`src/rtl/core/sppsq_pkg.sv`:
```
// Package for the stepper phase pulse sequencer core.
// Holds register indexes, configuration and result types and the pin pattern tables.
// No dependencies.
package sppsq_pkg;

  localparam int unsigned TimeW  = 32;
  localparam int unsigned StepW  = 31;
  localparam int unsigned PhaseW = 4;
  localparam int unsigned CfgIdxW = 3;
  localparam int unsigned OutDataW = 16;

  // Configuration register indexes
  typedef enum logic [CfgIdxW-1:0] {
    CFG_PHASE_MODE       = 3'd0,
    CFG_DIRECTION        = 3'd1,
    CFG_STEP_COUNT       = 3'd2,
    CFG_PULSE_INTERVAL   = 3'd3,
    CFG_FIRST_PULSE_TIME = 3'd4,
    CFG_END_TIME         = 3'd5
  } cfg_idx_e;

  // Phase index bounds for the ten-phase sequence
  localparam logic [PhaseW-1:0] PhaseTenLast = 4'd9;

  typedef struct packed {
    logic             phase_mode;
    logic             direction;
    logic [TimeW-1:0] pulse_interval;
    logic [TimeW-1:0] first_pulse_time;
    logic [TimeW-1:0] end_time;
  } cfg_t;

  // New segment load: step_count write
  typedef struct packed {
    logic             load;
    logic [StepW-1:0] count;
  } seg_load_t;

  typedef struct packed {
    logic              stepped;
    logic [PhaseW-1:0] phase;
    logic              dir_pin;
    logic              step_pin;
    logic              ms1_pin;
    logic              ms2_pin;
    logic              ms3_pin;
    logic              done_res;
  } result_t;

  // Ten-phase pattern, bits: dir, step, ms1, ms2, ms3 (4 down to 0)
  function automatic logic [4:0] ten_pattern(input logic [PhaseW-1:0] idx);
    logic [4:0] p;
    case (idx)
      4'd0:    p = 5'h0D;
      4'd1:    p = 5'h09;
      4'd2:    p = 5'h0B;
      4'd3:    p = 5'h0A;
      4'd4:    p = 5'h1A;
      4'd5:    p = 5'h12;
      4'd6:    p = 5'h16;
      4'd7:    p = 5'h14;
      4'd8:    p = 5'h15;
      default: p = 5'h05; // nine and any out-of-range index
    endcase
    return p;
  endfunction

  // Four-phase pattern, bits: dir, step
  function automatic logic [1:0] four_pattern(input logic [1:0] idx);
    logic [1:0] p;
    case (idx)
      2'd0:    p = 2'h2;
      2'd1:    p = 2'h3;
      2'd2:    p = 2'h1;
      default: p = 2'h0;
    endcase
    return p;
  endfunction

endpackage

```
`src/rtl/core/sppsq_cfg_regs.sv`:
```
// Configuration register file of the stepper phase pulse sequencer.
// Depends on sppsq_pkg.
module sppsq_cfg_regs (
  input  logic                          clk_i,
  input  logic                          rst_ni,
  input  logic                          wr_en_i,
  input  logic [sppsq_pkg::CfgIdxW-1:0] wr_idx_i,
  input  logic [sppsq_pkg::TimeW-1:0]   wr_data_i,
  output sppsq_pkg::cfg_t               cfg_o,
  output sppsq_pkg::seg_load_t          seg_load_o
);
  import sppsq_pkg::*;

  cfg_t cfg_q, cfg_d;

  // Register decode
  always_comb begin
    cfg_d = cfg_q;
    seg_load_o.load  = 1'b0;
    seg_load_o.count = wr_data_i[StepW-1:0];
    if (wr_en_i) begin
      case (cfg_idx_e'(wr_idx_i))
        CFG_PHASE_MODE:       cfg_d.phase_mode = wr_data_i[0];
        CFG_DIRECTION:        cfg_d.direction = wr_data_i[0];
        CFG_STEP_COUNT:       seg_load_o.load = 1'b1;
        CFG_PULSE_INTERVAL:   cfg_d.pulse_interval = wr_data_i;
        CFG_FIRST_PULSE_TIME: cfg_d.first_pulse_time = wr_data_i;
        CFG_END_TIME:         cfg_d.end_time = wr_data_i;
        default:              cfg_d = cfg_q; // unused index, ignored
      endcase
    end
  end

  always_ff @(posedge clk_i or negedge rst_ni) begin
    if (!rst_ni) begin
      cfg_q.phase_mode       <= 1'b0;
      cfg_q.direction        <= 1'b0;
      cfg_q.pulse_interval   <= TimeW'(1);
      cfg_q.first_pulse_time <= '0;
      cfg_q.end_time         <= '0;
    end else begin
      cfg_q <= cfg_d;
    end
  end

  assign cfg_o = cfg_q;

endmodule

```
`src/rtl/core/sppsq_step_unit.sv`:
```
// Step state and next-state logic: pulse due check, phase advance, pin decode.
// Depends on sppsq_pkg.
module sppsq_step_unit (
  input  logic                        clk_i,
  input  logic                        rst_ni,
  input  sppsq_pkg::cfg_t             cfg_i,
  input  sppsq_pkg::seg_load_t        seg_load_i,
  input  logic                        fire_i,
  input  logic [sppsq_pkg::TimeW-1:0] now_us_i,
  output sppsq_pkg::result_t          res_o
);
  import sppsq_pkg::*;

  logic [PhaseW-1:0] phase_q, phase_d;
  logic [StepW-1:0]  steps_left_q, steps_left_d;
  logic [TimeW-1:0]  offset_q, offset_d;

  logic [TimeW-1:0]  next_time;
  logic [TimeW-1:0]  interval;
  logic              due;
  logic [PhaseW-1:0] phase_adv;
  logic [4:0]        ten_p;
  logic [1:0]        four_p;

  // Pulse due check
  assign next_time = cfg_i.first_pulse_time + offset_q;
  assign interval  = (cfg_i.pulse_interval == '0) ? TimeW'(1) : cfg_i.pulse_interval;
  assign due       = (steps_left_q != '0) && (now_us_i >= next_time);

  // Phase advance for either mode
  always_comb begin
    if (cfg_i.phase_mode) begin
      if (cfg_i.direction) begin
        phase_adv = (phase_q == '0 || phase_q > PhaseTenLast) ? PhaseTenLast
                                                              : phase_q - PhaseW'(1);
      end else begin
        phase_adv = (phase_q >= PhaseTenLast) ? '0 : phase_q + PhaseW'(1);
      end
    end else begin
      phase_adv = {2'b00, phase_q[1:0] + 2'd1};
    end
  end

  // State update; segment load wins (the user must write it only while idle; the block does not enforce this)
  always_comb begin
    phase_d      = phase_q;
    steps_left_d = steps_left_q;
    offset_d     = offset_q;
    if (seg_load_i.load) begin
      steps_left_d = seg_load_i.count;
      offset_d     = '0;
    end else if (fire_i && due) begin
      phase_d      = phase_adv;
      steps_left_d = steps_left_q - StepW'(1);
      offset_d     = offset_q + interval;
    end
  end

  always_ff @(posedge clk_i or negedge rst_ni) begin
    if (!rst_ni) begin
      phase_q      <= '0;
      steps_left_q <= '0;
      offset_q     <= '0;
    end else begin
      phase_q      <= phase_d;
      steps_left_q <= steps_left_d;
      offset_q     <= offset_d;
    end
  end

  // Pin decode from the phase after this tick
  assign ten_p  = ten_pattern(fire_i && due ? phase_adv : phase_q);
  assign four_p = four_pattern(fire_i && due ? phase_adv[1:0] : phase_q[1:0]);

  always_comb begin
    res_o.stepped  = due;
    res_o.phase    = due ? phase_adv : phase_q;
    res_o.done_res = (cfg_i.end_time <= now_us_i);
    if (cfg_i.phase_mode) begin
      res_o.dir_pin  = ten_p[4];
      res_o.step_pin = ten_p[3];
      res_o.ms1_pin  = ten_p[2];
      res_o.ms2_pin  = ten_p[1];
      res_o.ms3_pin  = ten_p[0];
    end else begin
      res_o.dir_pin  = four_p[1];
      res_o.step_pin = four_p[0];
      res_o.ms1_pin  = 1'b0;
      res_o.ms2_pin  = 1'b0;
      res_o.ms3_pin  = 1'b0;
    end
  end

  // Phase never leaves the ten-phase range
  a_phase_range: assert property (@(posedge clk_i) disable iff (!rst_ni)
    phase_q <= PhaseTenLast)
    else $error("phase index out of range");

  // An issued pulse counts exactly one step off
  a_step_count: assert property (@(posedge clk_i) disable iff (!rst_ni)
    fire_i && due && !seg_load_i.load |=> steps_left_q == $past(steps_left_q) - StepW'(1))
    else $error("step count not decremented");

  // Without a pulse or a load the segment state holds
  a_hold: assert property (@(posedge clk_i) disable iff (!rst_ni)
    !(fire_i && due) && !seg_load_i.load |=> $stable(steps_left_q) && $stable(offset_q)
      && $stable(phase_q))
    else $error("segment state changed without a pulse");

endmodule

```
`src/rtl/core/stepper_phase_pulse_sequencer_core.sv`:
```
// Top level of the stepper phase pulse sequencer: input register, step unit, result register.
// Depends on sppsq_pkg, sppsq_cfg_regs and sppsq_step_unit.
//
//  channel   dir  handshake                       payload
//  s_axis    in   s_axis_tvalid / s_axis_tready   now_us
//  m_axis    out  m_axis_tvalid / m_axis_tready   stepped, phase, pins, done_res
//  cfg       in   cfg_valid_i / cfg_ready_o       cfg_addr_i index, cfg_data_i value
//
// One tick in and one result out per cycle unless results stall. The rate is set by the
// segment state update (compare, add, table decode). Reset clears the configuration to its
// defaults and the segment state to zero. A stalled result register holds the input
// register; the input takes a new beat whenever the input register moves on. Configuration
// is always ready; the user must write it only while idle, which the block does not enforce.
module stepper_phase_pulse_sequencer_core (
  input  logic                             clk_i,
  input  logic                             rst_ni,
  input  logic                             s_axis_tvalid,
  output logic                             s_axis_tready,
  input  logic [sppsq_pkg::TimeW-1:0]      s_axis_tdata,  // [31:0] now_us
  output logic                             m_axis_tvalid,
  input  logic                             m_axis_tready,
  // [0] stepped, [4:1] phase, [5] dir_pin, [6] step_pin, [7] ms1_pin, [8] ms2_pin,
  // [9] ms3_pin, [10] done_res, [15:11] zero
  output logic [sppsq_pkg::OutDataW-1:0]   m_axis_tdata,
  input  logic                             cfg_valid_i,
  output logic                             cfg_ready_o,
  input  logic [sppsq_pkg::CfgIdxW-1:0]    cfg_addr_i,
  input  logic [sppsq_pkg::TimeW-1:0]      cfg_data_i
);
  import sppsq_pkg::*;

  cfg_t      cfg;
  seg_load_t seg_load;
  result_t   res;

  logic             in_valid_q, in_valid_d;
  logic [TimeW-1:0] in_now_q;
  logic             out_valid_q, out_valid_d;
  result_t          out_res_q;
  logic             advance;
  logic             in_beat;

  assign cfg_ready_o = 1'b1;

  sppsq_cfg_regs u_cfg (
    .clk_i      (clk_i),
    .rst_ni     (rst_ni),
    .wr_en_i    (cfg_valid_i),
    .wr_idx_i   (cfg_addr_i),
    .wr_data_i  (cfg_data_i),
    .cfg_o      (cfg),
    .seg_load_o (seg_load)
  );

  sppsq_step_unit u_step (
    .clk_i      (clk_i),
    .rst_ni     (rst_ni),
    .cfg_i      (cfg),
    .seg_load_i (seg_load),
    .fire_i     (advance),
    .now_us_i   (in_now_q),
    .res_o      (res)
  );

  // Pipeline flow control
  assign advance       = in_valid_q && (!out_valid_q || m_axis_tready);
  assign s_axis_tready = !in_valid_q || advance;
  assign in_beat       = s_axis_tvalid && s_axis_tready;

  always_comb begin
    in_valid_d = in_valid_q;
    if (in_beat) begin
      in_valid_d = 1'b1;
    end else if (advance) begin
      in_valid_d = 1'b0;
    end
    out_valid_d = out_valid_q;
    if (advance) begin
      out_valid_d = 1'b1;
    end else if (m_axis_tready) begin
      out_valid_d = 1'b0;
    end
  end

  always_ff @(posedge clk_i or negedge rst_ni) begin
    if (!rst_ni) begin
      in_valid_q  <= 1'b0;
      out_valid_q <= 1'b0;
    end else begin
      in_valid_q  <= in_valid_d;
      out_valid_q <= out_valid_d;
    end
  end

  // Payload registers
  always_ff @(posedge clk_i) begin
    if (in_beat) begin
      in_now_q <= s_axis_tdata;
    end
    if (advance) begin
      out_res_q <= res;
    end
  end

  assign m_axis_tvalid = out_valid_q;
  assign m_axis_tdata  = {5'b00000, out_res_q.done_res, out_res_q.ms3_pin, out_res_q.ms2_pin,
                          out_res_q.ms1_pin, out_res_q.step_pin, out_res_q.dir_pin,
                          out_res_q.phase, out_res_q.stepped};

  // An empty result register never blocks the input
  a_ready_empty: assert property (@(posedge clk_i) disable iff (!rst_ni)
    !out_valid_q |-> s_axis_tready)
    else $error("input blocked with empty result register");

  // A waiting tick holds while the result side stalls
  a_in_hold: assert property (@(posedge clk_i) disable iff (!rst_ni)
    in_valid_q && !advance |=> in_valid_q && $stable(in_now_q))
    else $error("waiting tick lost");

  // Every processed tick leaves a result beat
  a_result: assert property (@(posedge clk_i) disable iff (!rst_ni)
    advance |=> out_valid_q)
    else $error("processed tick gave no result");

endmodule

```
`config.mk`:
```
export PLATFORM = sky130hd
export DESIGN_NAME = stepper_phase_pulse_sequencer_core
export DESIGN_NICKNAME = d
export VERILOG_FILES = /design/src/rtl/core/sppsq_pkg.sv /design/src/rtl/core/sppsq_cfg_regs.sv /design/src/rtl/core/sppsq_step_unit.sv /design/src/rtl/core/stepper_phase_pulse_sequencer_core.sv
export SDC_FILE = /design/constraint.sdc
export NUM_CORES = 1
export LEC_CHECK = 0
export BUFFER_PORTS_ARGS = -buffer_cell sky130_fd_sc_hd__buf_2
export CAP_MARGIN = 40
export CORE_ASPECT_RATIO = 1.75
export CORE_MARGIN = 2
export CORE_UTILIZATION = 60
export DETAILED_ROUTE_END_ITERATION = 12
export GPL_ROUTABILITY_DRIVEN = 0
export MAX_ROUTING_LAYER = met4
export PLACE_DENSITY = 0.81
export SLEW_MARGIN = 20
export SYNTH_ARGS = -nofsm -noshare
export SYNTH_HDL_FRONTEND = slang
export SYNTH_HIERARCHICAL = 1
export SYNTH_SLANG_ARGS = --single-unit
```
`constraint.sdc`:
```
create_clock -name clk_i -period 6.7 [get_ports clk_i]
set_input_delay 0.67 -clock clk_i [delete_from_list [all_inputs] [get_ports clk_i]]
set_output_delay 0.67 -clock clk_i [all_outputs]
set_load 0.01 [all_outputs]
```
==> key figures, run 1 <==
Setup path
  – Critical Path RT: between 6 and 7 ns
  – CP max FO: 7
  – CP arrival: 6.40 ns
  – R2R Path Start: u_step/offset_q[1]
  – Reg2Reg Setup Slack: 0.56 ns
  – Critical Path Source Type: flip-flop
  – Buf+Inv Stages, Crit Path: 0
  – Setup CP Type: flip-flop to flip-flop
  – Critical Path Max Stage Delay: about 0.57 ns
  – CP Cell Sequence: ha_1 > a21oi_1 > o21ai_0 > o31a_1 > a22o_1 > nor4b_1 > o221ai_1 > o21ai_0 > mux2i_1 > a221o_1 > ha_1 > nand4_1 > nor2_1 > o211ai_1 > o21ai_0 > o41a_2 > o21a_2 > mux2i_1 > ha_1 > and4b_1 > o31ai_1 > o31ai_1
  – Reg2Reg Depth: 22
  – CP Capture Type: flip-flop
  – Crit path max-delay cell type: o41a_2
  – Delay-heaviest family, CP: compound AO/OA/AOI/OAI gates
  – Worst reg2reg endpoint: m_axis_tdata[5]

Synth
  – Most common cell in the synthesized netlist: dfrtp_1
  – Ys async rst share: between 70% and 80%
  – Register area share after synthesis: 39.64%
  – Synth Instances: 1377
  – Synth cell count leaders: 166 x dfrtp_1, 133 x ha_1, 132 x nand2_1
  – FF+latch count, synth: 210
  – Most area-hungry cell type in the Yosys netlist: dfrtp_1
  – Synth Area per Inst: 10.02 um2
  – Mapped Area: between 10000 and 15000 um2
  – Synth top area cells: dfrtp_1 30%, ha_1 12%, edfxtp_1 9.4%
  – Share of the synthesized area in the top cell type: 30.10%
  – Post-synth EDFFs: 43
  – Ys flop type: dfrtp_1
  – Ys Warns: 6
  – Synth cell types: between 80 and 90

Drt
  – DR WL/cell: 20.63 um
  – Via/cell ratio: 6.262
  – Routed wire length: about 35000 um
  – Vias post-DR: 10690
  – Pre-Repair DR Iteration Count: 6
  – DRC Markers: 0
  – Initial DRC count: ~850
  – Routed Antenna Nets: 0

GRT
  – Initial antenna violation count: 0
  – Largest net degree at the start of global routing: 58
  – GRT overflow: 0
  – GRT Total Usage: 29.95%
  – First-pass GRT wire length: 55400 um
  – Number of global-route vias before repair: between 10000 and 15000

Place
  – Placed Area: around 14000 um2
  – Dpl hpwl: 26090 um
  – Port Buffer Count: 84
  – Cell Count Post-Placement: 1669

Layout
  – Layout area overhead: 7.633%
  – Layout cells sized above 1: 16.49%
  – Final nets: 1600
  – Final Instance Count excl. Fillers: approximately 1700
  – Antenna diodes: 0
  – Layout Utilization: 65.58%
  – Fin area: 14860 um2

Floorplanning
  – Core area: roughly 23000 um2
  – Starting Density: between 60% and 70%
  – Die Area: 24280 um2
  – Std-Cell Rows: 73
  – Io pins: 91
  – Die height: roughly 200 um
  – Die W: approximately 120 um

Clock network
  – Root buffer selected by CTS: clkbuf_16
  – Hold buffer count at CTS: 0
  – Cts repair resizes: 0
  – Setup bufs post-CTS: 0
  – Clk_lat worst skew: 0.52 ns
  – CTS tree: yes
  – CTS Buf Count: 21
  – Clock Sinks: 210
  – H-tree levels: 1
  – Clock transition at path regs: 0.06 ns
  – Buffer levels on the longest clock path: 3

Power and ir drop
  – P_leak: ~6.7 nW
  – Power Density: about 420 nW/um2
  – Maximum vdd drop: 258.5 uV

Timing
  – Least-Margin Pin Slew: 0.9670 ns
  – Final TNS setup: 0 ns
  – Pins Over Slew Limit: 0
  – Final worst path period share: 91.65%
  – Setup Skew: around 0.024 ns
  – F_max: 162.8 MHz
  – Max transition margin: 34.94%
  – Unrepaired setup endpoints after global routing: no
  – Fin crit period: 6.141 ns
  – Setup Viol. Count Final: 0
  – Endpoints failing hold: 0

Min path
  – Tightest Hold Check Type: input pin to asynchronous set/reset pin

Status
  – Status: completed

Job
  – Max Cap Viol: 0
sequential cells by signal, indices dropped and copies added, names as in the netlist:
register             flops
m_axis_tdata            11
u_cfg/cfg_o             98
in_valid_q               1
in_now_q                32
m_axis_tvalid            1
u_step/offset_q         32
u_step/steps_left_q     31
u_step/phase_q           4
placed cells by master, fill, tap and decap left out, types with 36 or more instances in the layout:
cell type  Yosys  layout
buf_2         14      84
edfxtp_1      43      43
xor2_1        36      36
a21o_1        39      39
nand2_1      132     132
xnor2_1       50      50
mux2_2        73      73
inv_1         54      54
dfrtp_1      166     166
a21oi_1       89      89
nor2_1        69      69
o21ai_0       79      79
ha_1         133     133
power breakdown:
part           total [mW]  internal, mW  switching, mW
logic                3.16          1.36           1.80
clock network        1.16         0.664          0.499
registers            1.97          1.65          0.318
how the worst max path moves through the flow:
stage	startpoint	endpoint	slack, ns	cells after the start
3_3_place_gp	u_step/offset_q[1]	m_axis_tdata[5]	0.94	22
5_1_grt	u_step/offset_q[1]	m_axis_tdata[5]	0.19	22
6_report	u_step/offset_q[1]	m_axis_tdata[5]	0.56	22
3_5_place_dp	u_step/offset_q[1]	m_axis_tdata[5]	0.68	22
2_1_floorplan	u_step/offset_q[1]	m_axis_tdata[5]	1.30	26
4_1_cts	u_step/offset_q[1]	m_axis_tdata[5]	0.64	22
per-layer routing:
layer	track usage, %	share of wire (%)
met2	53.57	51
met5	-	0
met1	29.91	36
met4	21.00	8.1
met3	3.842	4.9
per-stage QoR:
| stage | hold WS, ns | total power, mW | worst slack, ns |
|---|---|---|---|
| after floorplan | 0.3744 | 4.314 | 1.297 |
| after global placement | 0.4732 | 4.932 | 0.9367 |
| after detailed placement | 0.4856 | 5.055 | 0.6768 |
| after CTS | 0.06331 | 6.248 | 0.6399 |
| after global routing | 0.07794 | 6.723 | 0.1946 |
| final | 0.06167 | 6.295 | 0.5592 |
kinds of logic after synthesis:
kind of cell               after synthesis  synth area share [%]
adders and majority gates              135                 12.35
xor gates and xnor gates                86                 5.457
other                                    2               0.05441
DFF                                    210                 39.64
AOI/OAI and AO/OA                      302                 13.81
buffers and inverters                  162                 5.784
and+or+nand+nor                        373                 14.21
muxes                                  107                 8.694
worst reg2reg max path, stage by stage, from the launching register on:
cell and delay [ns]:
dfrtp_1 0.45, ha_1 0.30, a21oi_1 0.08, o21ai_0 0.36, o31a_1 0.24, a22o_1 0.21
nor4b_1 0.49, o221ai_1 0.32, o21ai_0 0.40, mux2i_1 0.14, a221o_1 0.28, ha_1 0.29
nand4_1 0.11, nor2_1 0.07, o211ai_1 0.07, o21ai_0 0.11, o41a_2 0.57, o21a_2 0.30
mux2i_1 0.23, ha_1 0.35, and4b_1 0.20, o31ai_1 0.22, o31ai_1 0.10
cell type report:
type / instances / area (um2)
timing repair buffer: 97 / 554.3
inverter: 54 / 202.7
sequential: 210 / 5472
multi-input combinational: 1009 / 7587
clock buffer: 31 / 603.1
tap: 300 / 375.4
clock inverter: 6 / 61.31
fill: 1819 / 7796
Power figures use the tool's default switching activity.
==> inputs of run 2 (changes only) <==
--- a/config.mk
+++ b/config.mk
@@ -7,13 +7,15 @@
 export LEC_CHECK = 0
 export BUFFER_PORTS_ARGS = -buffer_cell sky130_fd_sc_hd__buf_2
 export CAP_MARGIN = 40
+export CELL_PAD_IN_SITES_DETAIL_PLACEMENT = 0
+export CELL_PAD_IN_SITES_GLOBAL_PLACEMENT = 2
 export CORE_ASPECT_RATIO = 1.75
 export CORE_MARGIN = 2
-export CORE_UTILIZATION = 60
+export CORE_UTILIZATION = 40
 export DETAILED_ROUTE_END_ITERATION = 12
 export GPL_ROUTABILITY_DRIVEN = 0
 export MAX_ROUTING_LAYER = met4
-export PLACE_DENSITY = 0.81
+export PLACE_DENSITY = 0.83
 export SLEW_MARGIN = 20
 export SYNTH_ARGS = -nofsm -noshare
 export SYNTH_HDL_FRONTEND = slang
==> run 2 against run 1 <==
Fmax down 1.6%; via count down 3.6%; count of clock-buffer cells in the layout decreased by 4; die area increased by 49%; flip-flop and latch count is the same; critical path depth stayed put; sequential share of layout area shrank 1.1 points; final cell count up 10%; clock power is 21% higher; largest cell class unchanged; largest power group unchanged.
==> key figures, run 2 (same netlist as run 1, synthesis figures left out) <==
Status
  – Status: completed

Clock network
  – Setup bufs post-CTS: 0 (unchanged)
  – Buffer levels on the longest clock path: 3 (unchanged)
  – Clk_lat worst skew: 0.54 ns (+0.02 ns)
  – Hold buffer count at CTS: 0 (unchanged)
  – Clock Sinks: 210 (unchanged)
  – H-tree levels: 1 (unchanged)
  – Cts repair resizes: 0 (unchanged)
  – CTS tree: yes
  – Root buffer selected by CTS: clkbuf_16
  – Clock transition at path regs: 0.07 ns (about the same)
  – CTS Buf Count: 24 (+14%)

Timing
  – Pins Over Slew Limit: 0 (unchanged)
  – Setup Viol. Count Final: 0 (unchanged)
  – Max transition margin: 41.50% (+6.6 points)
  – Fin crit period: 6.241 ns (+0.1005 ns)
  – Setup Skew: 0.01344 ns (-0.01040 ns)
  – Unrepaired setup endpoints after global routing: no
  – Final worst path period share: 93.15% (+1.5 points)
  – Final hold slack: 0.1025 ns (+0.04083 ns)
  – Final TNS setup: 0 ns (unchanged)
  – F_max: 160.2 MHz (-1.6%)
  – Endpoints failing hold: 0 (unchanged)
  – Final WS setup: 0.4587 ns (-0.1005 ns)
  – Least-Margin Pin Slew: 0.8701 ns (-0.09694 ns)

Drt
  – Routed wire length: 38840 um (+10%)
  – Met3 WL post-DR: 1247 um (-28%)
  – DRC Markers: 0 (unchanged)
  – Routed Antenna Nets: 0 (unchanged)
  – Initial DRC count: 491 (-43%)
  – Wl on met1: 14330 um (+14%)
  – Top layer used by detailed routing: met4
  – Vias post-DR: 10300 (-3.6%)
  – Pre-Repair DR Iteration Count: 5 (-1)
  – Via/cell ratio: 5.473 (-13%)
  – DR WL/cell: 20.64 um (about the same)
  – Wire length on met2: 21320 um (+18%)

Setup path
  – Crit path max-delay cell type: o41a_2
  – Setup CP Type: flip-flop to flip-flop
  – Critical Path Source Type: flip-flop
  – CP Cell Sequence: ha_1 > a21oi_1 > o21ai_0 > o31a_1 > a22o_1 > nor4b_1 > o221ai_1 > o21ai_0 > mux2i_1 > a221o_1 > ha_1 > nand4_1 > nor2_1 > o211ai_1 > o21ai_0 > o41a_2 > o21a_2 > mux2i_1 > ha_1 > and4b_1 > o31ai_1 > o31ai_1
  – CP max FO: 8 (+1)
  – CP arrival: 6.52 ns (+0.12 ns)
  – Buf+Inv Stages, Crit Path: 0 (unchanged)
  – CP Capture Type: flip-flop
  – Critical Path Max Stage Delay: 0.58 ns (about the same)
  – Critical Path RT: 6.98 ns (+0.02 ns)
  – Delay-heaviest family, CP: compound AO/OA/AOI/OAI gates

GRT
  – Initial antenna violation count: 0 (unchanged)
  – GRT Total Usage: 22.43% (-7.5 points)
  – Largest net degree at the start of global routing: 61 (+5.2%)
  – First-pass GRT wire length: 60060 um (+8.4%)
  – GRT overflow: 0 (unchanged)
  – Number of global-route vias before repair: 10850 (-0.20%)

Layout
  – Layout Utilization: 44.67% (-21 points)
  – Final Instance Count excl. Fillers: 1882 (+10%)
  – Layout area overhead: 10.80%
  – Most frequent cells in the layout: 166 x dfrtp_1, 133 x ha_1, 132 x nand2_1, 89 x a21oi_1, 85 x buf_2
  – Antenna diodes: 0 (unchanged)
  – Layout cells sized above 1: 17.44% (+0.95 points)
  – Commonest non-fill, non-tap cell in the layout: dfrtp_1
  – Max FFs per register: 98 (unchanged)
  – Final nets: 1611 (+0.69%)

Floorplanning
  – Io pins: 91 (unchanged)
  – Die W: 144.4 um (+22%)
  – Starting Density: 40.32% (-21 points)
  – Die Area: 36060 um2 (+49%)
  – Die height: 249.7 um (+22%)
  – Core area: 34230 um2 (+51%)
  – Std-Cell Rows: 90 (+23%)

Power and ir drop
  – P_leak: 6.818 nW (+1.7%)
  – Power Density: 429.1 nW/um2 (+1.3%)
  – Maximum vdd drop: 253.1 uV (-2.1%)

Place
  – Port Buffer Count: 84 (unchanged)
  – Dpl hpwl: 29700 um (+14%)
  – Pre-CTS WS: 0.4325 ns (-0.2443 ns)
  – Cell Count Post-Placement: 1837 (+10%)

Job
  – Max Cap Viol: 0 (unchanged)

Min path
  – Tightest Hold Check Type: input pin to asynchronous set/reset pin
==> run 2: layout make-up <==
class,instances,area (um2)
Clock buffer,27,654.4
Clock inverter,17,176.4
Fill cell,3353,18940
Inverter,54,202.7
Multi-Input combinational cell,1009,7586
Sequential cell,210,5472
Tap cell,460,575.6
Timing Repair Buffer,105,625.6
==> run 2: per-layer routing <==
metal	track usage (%)	up-vias
met5	-	-
met4	10.60	0
met3	2.437	91
met2	41.37	222
met1	23.28	5026
li1	-	4962
==> run 2: report_power, final <==
| group | internal (mW) | switching, mW | total (mW) |
|---|---|---|---|
| Clock | 0.823 | 0.576 | 1.40 |
| Sequential | 1.65 | 0.303 | 1.95 |
| Combinational | 1.37 | 1.84 | 3.21 |
==> run 2: worst reg2reg max path: stages (launching register included) <==
cell,delay (ns)
dfrtp_1,0.45
ha_1,0.31
a21oi_1,0.07
o21ai_0,0.32
o31a_1,0.26
a22o_1,0.23
nor4b_1,0.48
o221ai_1,0.31
o21ai_0,0.47
mux2i_1,0.14
a221o_1,0.28
ha_1,0.29
nand4_1,0.13
nor2_1,0.07
o211ai_1,0.08
o21ai_0,0.11
o41a_2,0.58
o21a_2,0.31
mux2i_1,0.22
ha_1,0.34
and4b_1,0.19
o31ai_1,0.23
o31ai_1,0.11
==> run 2: final timing paths <==
path | cells after the start | end | from | slack, ns
setup / recovery | 22 | m_axis_tdata[5] | u_step/offset_q[1] | 0.46
hold reg to reg | 1 | u_cfg/cfg_o[47] | u_cfg/cfg_o[47] | 0.49
max in group asynchronous | 2 | u_cfg/cfg_o[58] | rst_ni | 5.44
min in group clk_i | 1 | in_now_q[7] | s_axis_tdata[7] | 0.30
hold / removal | 1 | u_step/offset_q[19] | rst_ni | 0.10
setup reg to reg | 22 | m_axis_tdata[5] | u_step/offset_q[1] | 0.46
==> run 2: through the flow <==
step                      cell area [um2]  power (mW)
after floorplan                     13820       4.314
after global placement              14350       5.128
after detailed placement            14430       5.179
after CTS                           15260       6.610
after global routing                15290       7.077
final                               15290       6.562
==> inputs of run 3 (changes only) <==
--- a/config.mk
+++ b/config.mk
@@ -5,17 +5,17 @@
 export SDC_FILE = /design/constraint.sdc
 export NUM_CORES = 1
 export LEC_CHECK = 0
-export BUFFER_PORTS_ARGS = -buffer_cell sky130_fd_sc_hd__buf_2
 export CAP_MARGIN = 40
 export CELL_PAD_IN_SITES_DETAIL_PLACEMENT = 0
 export CELL_PAD_IN_SITES_GLOBAL_PLACEMENT = 2
 export CORE_ASPECT_RATIO = 1.75
 export CORE_MARGIN = 2
-export CORE_UTILIZATION = 40
+export CORE_UTILIZATION = 42
 export DETAILED_ROUTE_END_ITERATION = 12
+export DONT_BUFFER_PORTS = 1
 export GPL_ROUTABILITY_DRIVEN = 0
 export MAX_ROUTING_LAYER = met4
-export PLACE_DENSITY = 0.83
+export PLACE_DENSITY = 0.82
 export SLEW_MARGIN = 20
 export SYNTH_ARGS = -nofsm -noshare
 export SYNTH_HDL_FRONTEND = slang
==> run 3 against run 2 <==
Combinational power decreased by 2%; die area fell by 4.7%; critical path depth stayed put; first-iteration DRC count decreased by 13%; power fell by 0.69%; flip-flop and latch count stayed put; clock skew up 0.0055 ns; sequential power about the same; via count is 3.2% lower; core utilization increased by 0.90 points; clock power hardly changed; highest routed layer unchanged; non-clock buffer count is 92 lower; critical endpoint unchanged; largest cell class unchanged.
==> key figures, run 3 (same netlist as run 1, synthesis figures left out) <==
Clock network
  – H-tree levels: 1 (unchanged)
  – CTS Buf Count: 25 (+4.2%)
  – Clock transition at path regs: 0.06 ns (about the same)
  – Clock Sinks: 210 (unchanged)
  – Buffer levels on the longest clock path: 3 (unchanged)
  – Clk_lat worst skew: 0.54 ns (about the same)
  – CTS tree: yes
  – Root buffer selected by CTS: clkbuf_16

Timing
  – Final WS setup: 0.5722 ns (+0.1135 ns)
  – Fin crit period: 6.128 ns (-0.1135 ns)
  – Setup Viol. Count Final: 0 (unchanged)
  – Least-Margin Pin Slew: 0.9208 ns (+0.05074 ns)
  – Max transition margin: 38.61% (-2.9 points)
  – Setup Skew: 0.01895 ns (+0.005517 ns)
  – Final worst path period share: 91.46% (-1.7 points)
  – Pins Over Slew Limit: 0 (unchanged)
  – Final TNS setup: 0 ns (unchanged)
  – F_max: 163.2 MHz (+1.9%)
  – Endpoints failing hold: 0 (unchanged)
  – Unrepaired setup endpoints after global routing: no

Floorplanning
  – Die height: 243.8 um (-2.4%)
  – Starting Density: 42.69% (+2.4 points)
  – Die Area: 34390 um2 (-4.7%)
  – Io pins: 91 (unchanged)
  – Core area: 32330 um2 (-5.6%)
  – Std-Cell Rows: 87 (-3.3%)
  – Die W: 141.0 um (-2.3%)

Setup path
  – Reg2Reg Setup Slack: 0.57 ns (+0.11 ns)
  – Critical Path Max Stage Delay: 0.58 ns (about the same)
  – Setup CP Type: flip-flop to flip-flop
  – CP most frequent cell: ha_1
  – Critical Path RT: 6.99 ns (about the same)
  – CP Cell Sequence: ha_1 > nand2_1 > o21ai_0 > o31a_1 > a22o_1 > nor4b_1 > o221ai_1 > o21ai_1 > mux2i_1 > a221o_1 > ha_1 > nand4_1 > nor2_1 > o211ai_1 > o21ai_0 > o41a_2 > o21a_2 > mux2i_1 > ha_1 > and4b_1 > o31ai_1 > o31ai_1
  – CP arrival: 6.41 ns (-0.11 ns)
  – Crit path max-delay cell type: o41a_2
  – R2R Path Start: u_step/offset_q[2]
  – Worst reg2reg endpoint: m_axis_tdata[5]
  – Reg2Reg Depth: 22 (unchanged)
  – CP max FO: 8 (unchanged)
  – Setup crit end: m_axis_tdata[5]
  – Critical Path Source: u_step/offset_q[2]
  – Critical Path Source Type: flip-flop
  – CP Depth: 22 (unchanged)
  – Buf+Inv Stages, Crit Path: 0 (unchanged)
  – Delay-heaviest family, CP: compound AO/OA/AOI/OAI gates
  – CP Capture Type: flip-flop

Job
  – Max Cap Viol: 0 (unchanged)

Layout
  – Antenna diodes: 0 (unchanged)
  – Commonest non-fill, non-tap cell in the layout: dfrtp_1
  – Max FFs per register: 98 (unchanged)
  – Layout cells sized above 1: 11.57% (-5.9 points)
  – Final nets: 1520 (-5.6%)
  – Fill cells: 3038 (-9.4%)
  – Most frequent cells in the layout: 166 x dfrtp_1, 133 x ha_1, 132 x nand2_1, 89 x a21oi_1, 78 x o21ai_0
  – Layout area overhead: 6.745%

GRT
  – Number of global-route vias before repair: 10130 (-6.6%)
  – Initial antenna violation count: 0 (unchanged)
  – Largest net degree at the start of global routing: 168 (+180%)
  – First-pass GRT wire length: 58860 um (-2.0%)
  – GRT Total Usage: 22.92% (+0.49 points)
  – GRT overflow: 0 (unchanged)

Min path
  – Tightest Hold Check Type: input pin to asynchronous set/reset pin

Drt
  – DRC Markers: 0 (unchanged)
  – Routed wire length: 38350 um (-1.3%)
  – DR WL/cell: 22.16 um (+7.3%)
  – Pre-Repair DR Iteration Count: 8 (+3)
  – Routed Antenna Nets: 0 (unchanged)
  – Initial DRC count: 429 (-13%)
  – Vias post-DR: 9971 (-3.2%)
  – Via/cell ratio: 5.760 (+5.2%)

Place
  – Pre-CTS WS: 0.4221 ns (-0.01035 ns)
  – Dpl hpwl: 28370 um (-4.5%)
  – Port Buffer Count: 0 (-100%)

Status
  – Status: completed

Power and ir drop
  – P_leak: 6.451 nW (-5.4%)
  – Power Density: 442.3 nW/um2 (+3.1%)
  – Maximum vdd drop: 251.5 uV (-0.64%)
==> run 3: metrics by stage <==
step,instances,power (mW),hold WS (ns),util (%),instance area (um2)
CTS,1731,6.560,0.1984,45.57,14730
global route,1731,6.993,0.1928,45.57,14730
finish,1731,6.517,0.1193,45.57,14730
global placement,1683,5.085,0.3806,42.83,13850
detailed placement,1685,5.128,0.3803,42.95,13890
floorplan,1381,4.314,0.3744,-,13820
==> run 3: metal layers <==
layer / routed length (um) / vias up / GRT usage [%]
li1: - / 4771 / -
met1: 14390 / 4948 / 23.90
met2: 21170 / 199 / 43.37
met3: 1548 / 53 / 3.439
met4: 1252 / 0 / 7.824
met5: 0 / - / -
==> run 3: worst min path at each step <==
| stage | from | endpoint | slack [ns] |
|---|---|---|---|
| 2_1_floorplan | rst_ni | in_valid_q | 0.37 |
| 3_3_place_gp | rst_ni | u_cfg/cfg_o[0] | 0.38 |
| 3_5_place_dp | rst_ni | u_cfg/cfg_o[0] | 0.38 |
| 4_1_cts | s_axis_tdata[3] | in_now_q[3] | 0.20 |
| 5_1_grt | s_axis_tdata[3] | in_now_q[3] | 0.19 |
| 6_report | rst_ni | u_cfg/cfg_o[2] | 0.12 |
==> run 3: layout make-up <==
cell class	count	area [um2]	area share, %
Sequential cell	210	5472	37.14
Clock buffer	35	714.4	4.849
Multi-Input combinational cell	1009	7586	51.49
Tap cell	400	500.5	3.397
Timing Repair Buffer	13	153.9	1.045
Inverter	54	202.7	1.376
Clock inverter	10	103.9	0.7049
==> run 3: timing repair <==
| action | 4_1_cts | 5_1_grt |
|---|---|---|
| buffers inserted | 0 | 0 |
| resized for setup | 0 | 1 |
| hold buffers | 1 | 0 |
| setup endpoints to repair | 0 | 1 |
| hold endpoints to repair | 167 | 0 |
==> run 3: power by group <==
| part | internal (mW) | total, mW | switching (mW) |
|---|---|---|---|
| registers | 1.65 | 1.98 | 0.331 |
| clock network | 0.818 | 1.37 | 0.555 |
| logic | 1.34 | 3.16 | 1.82 |
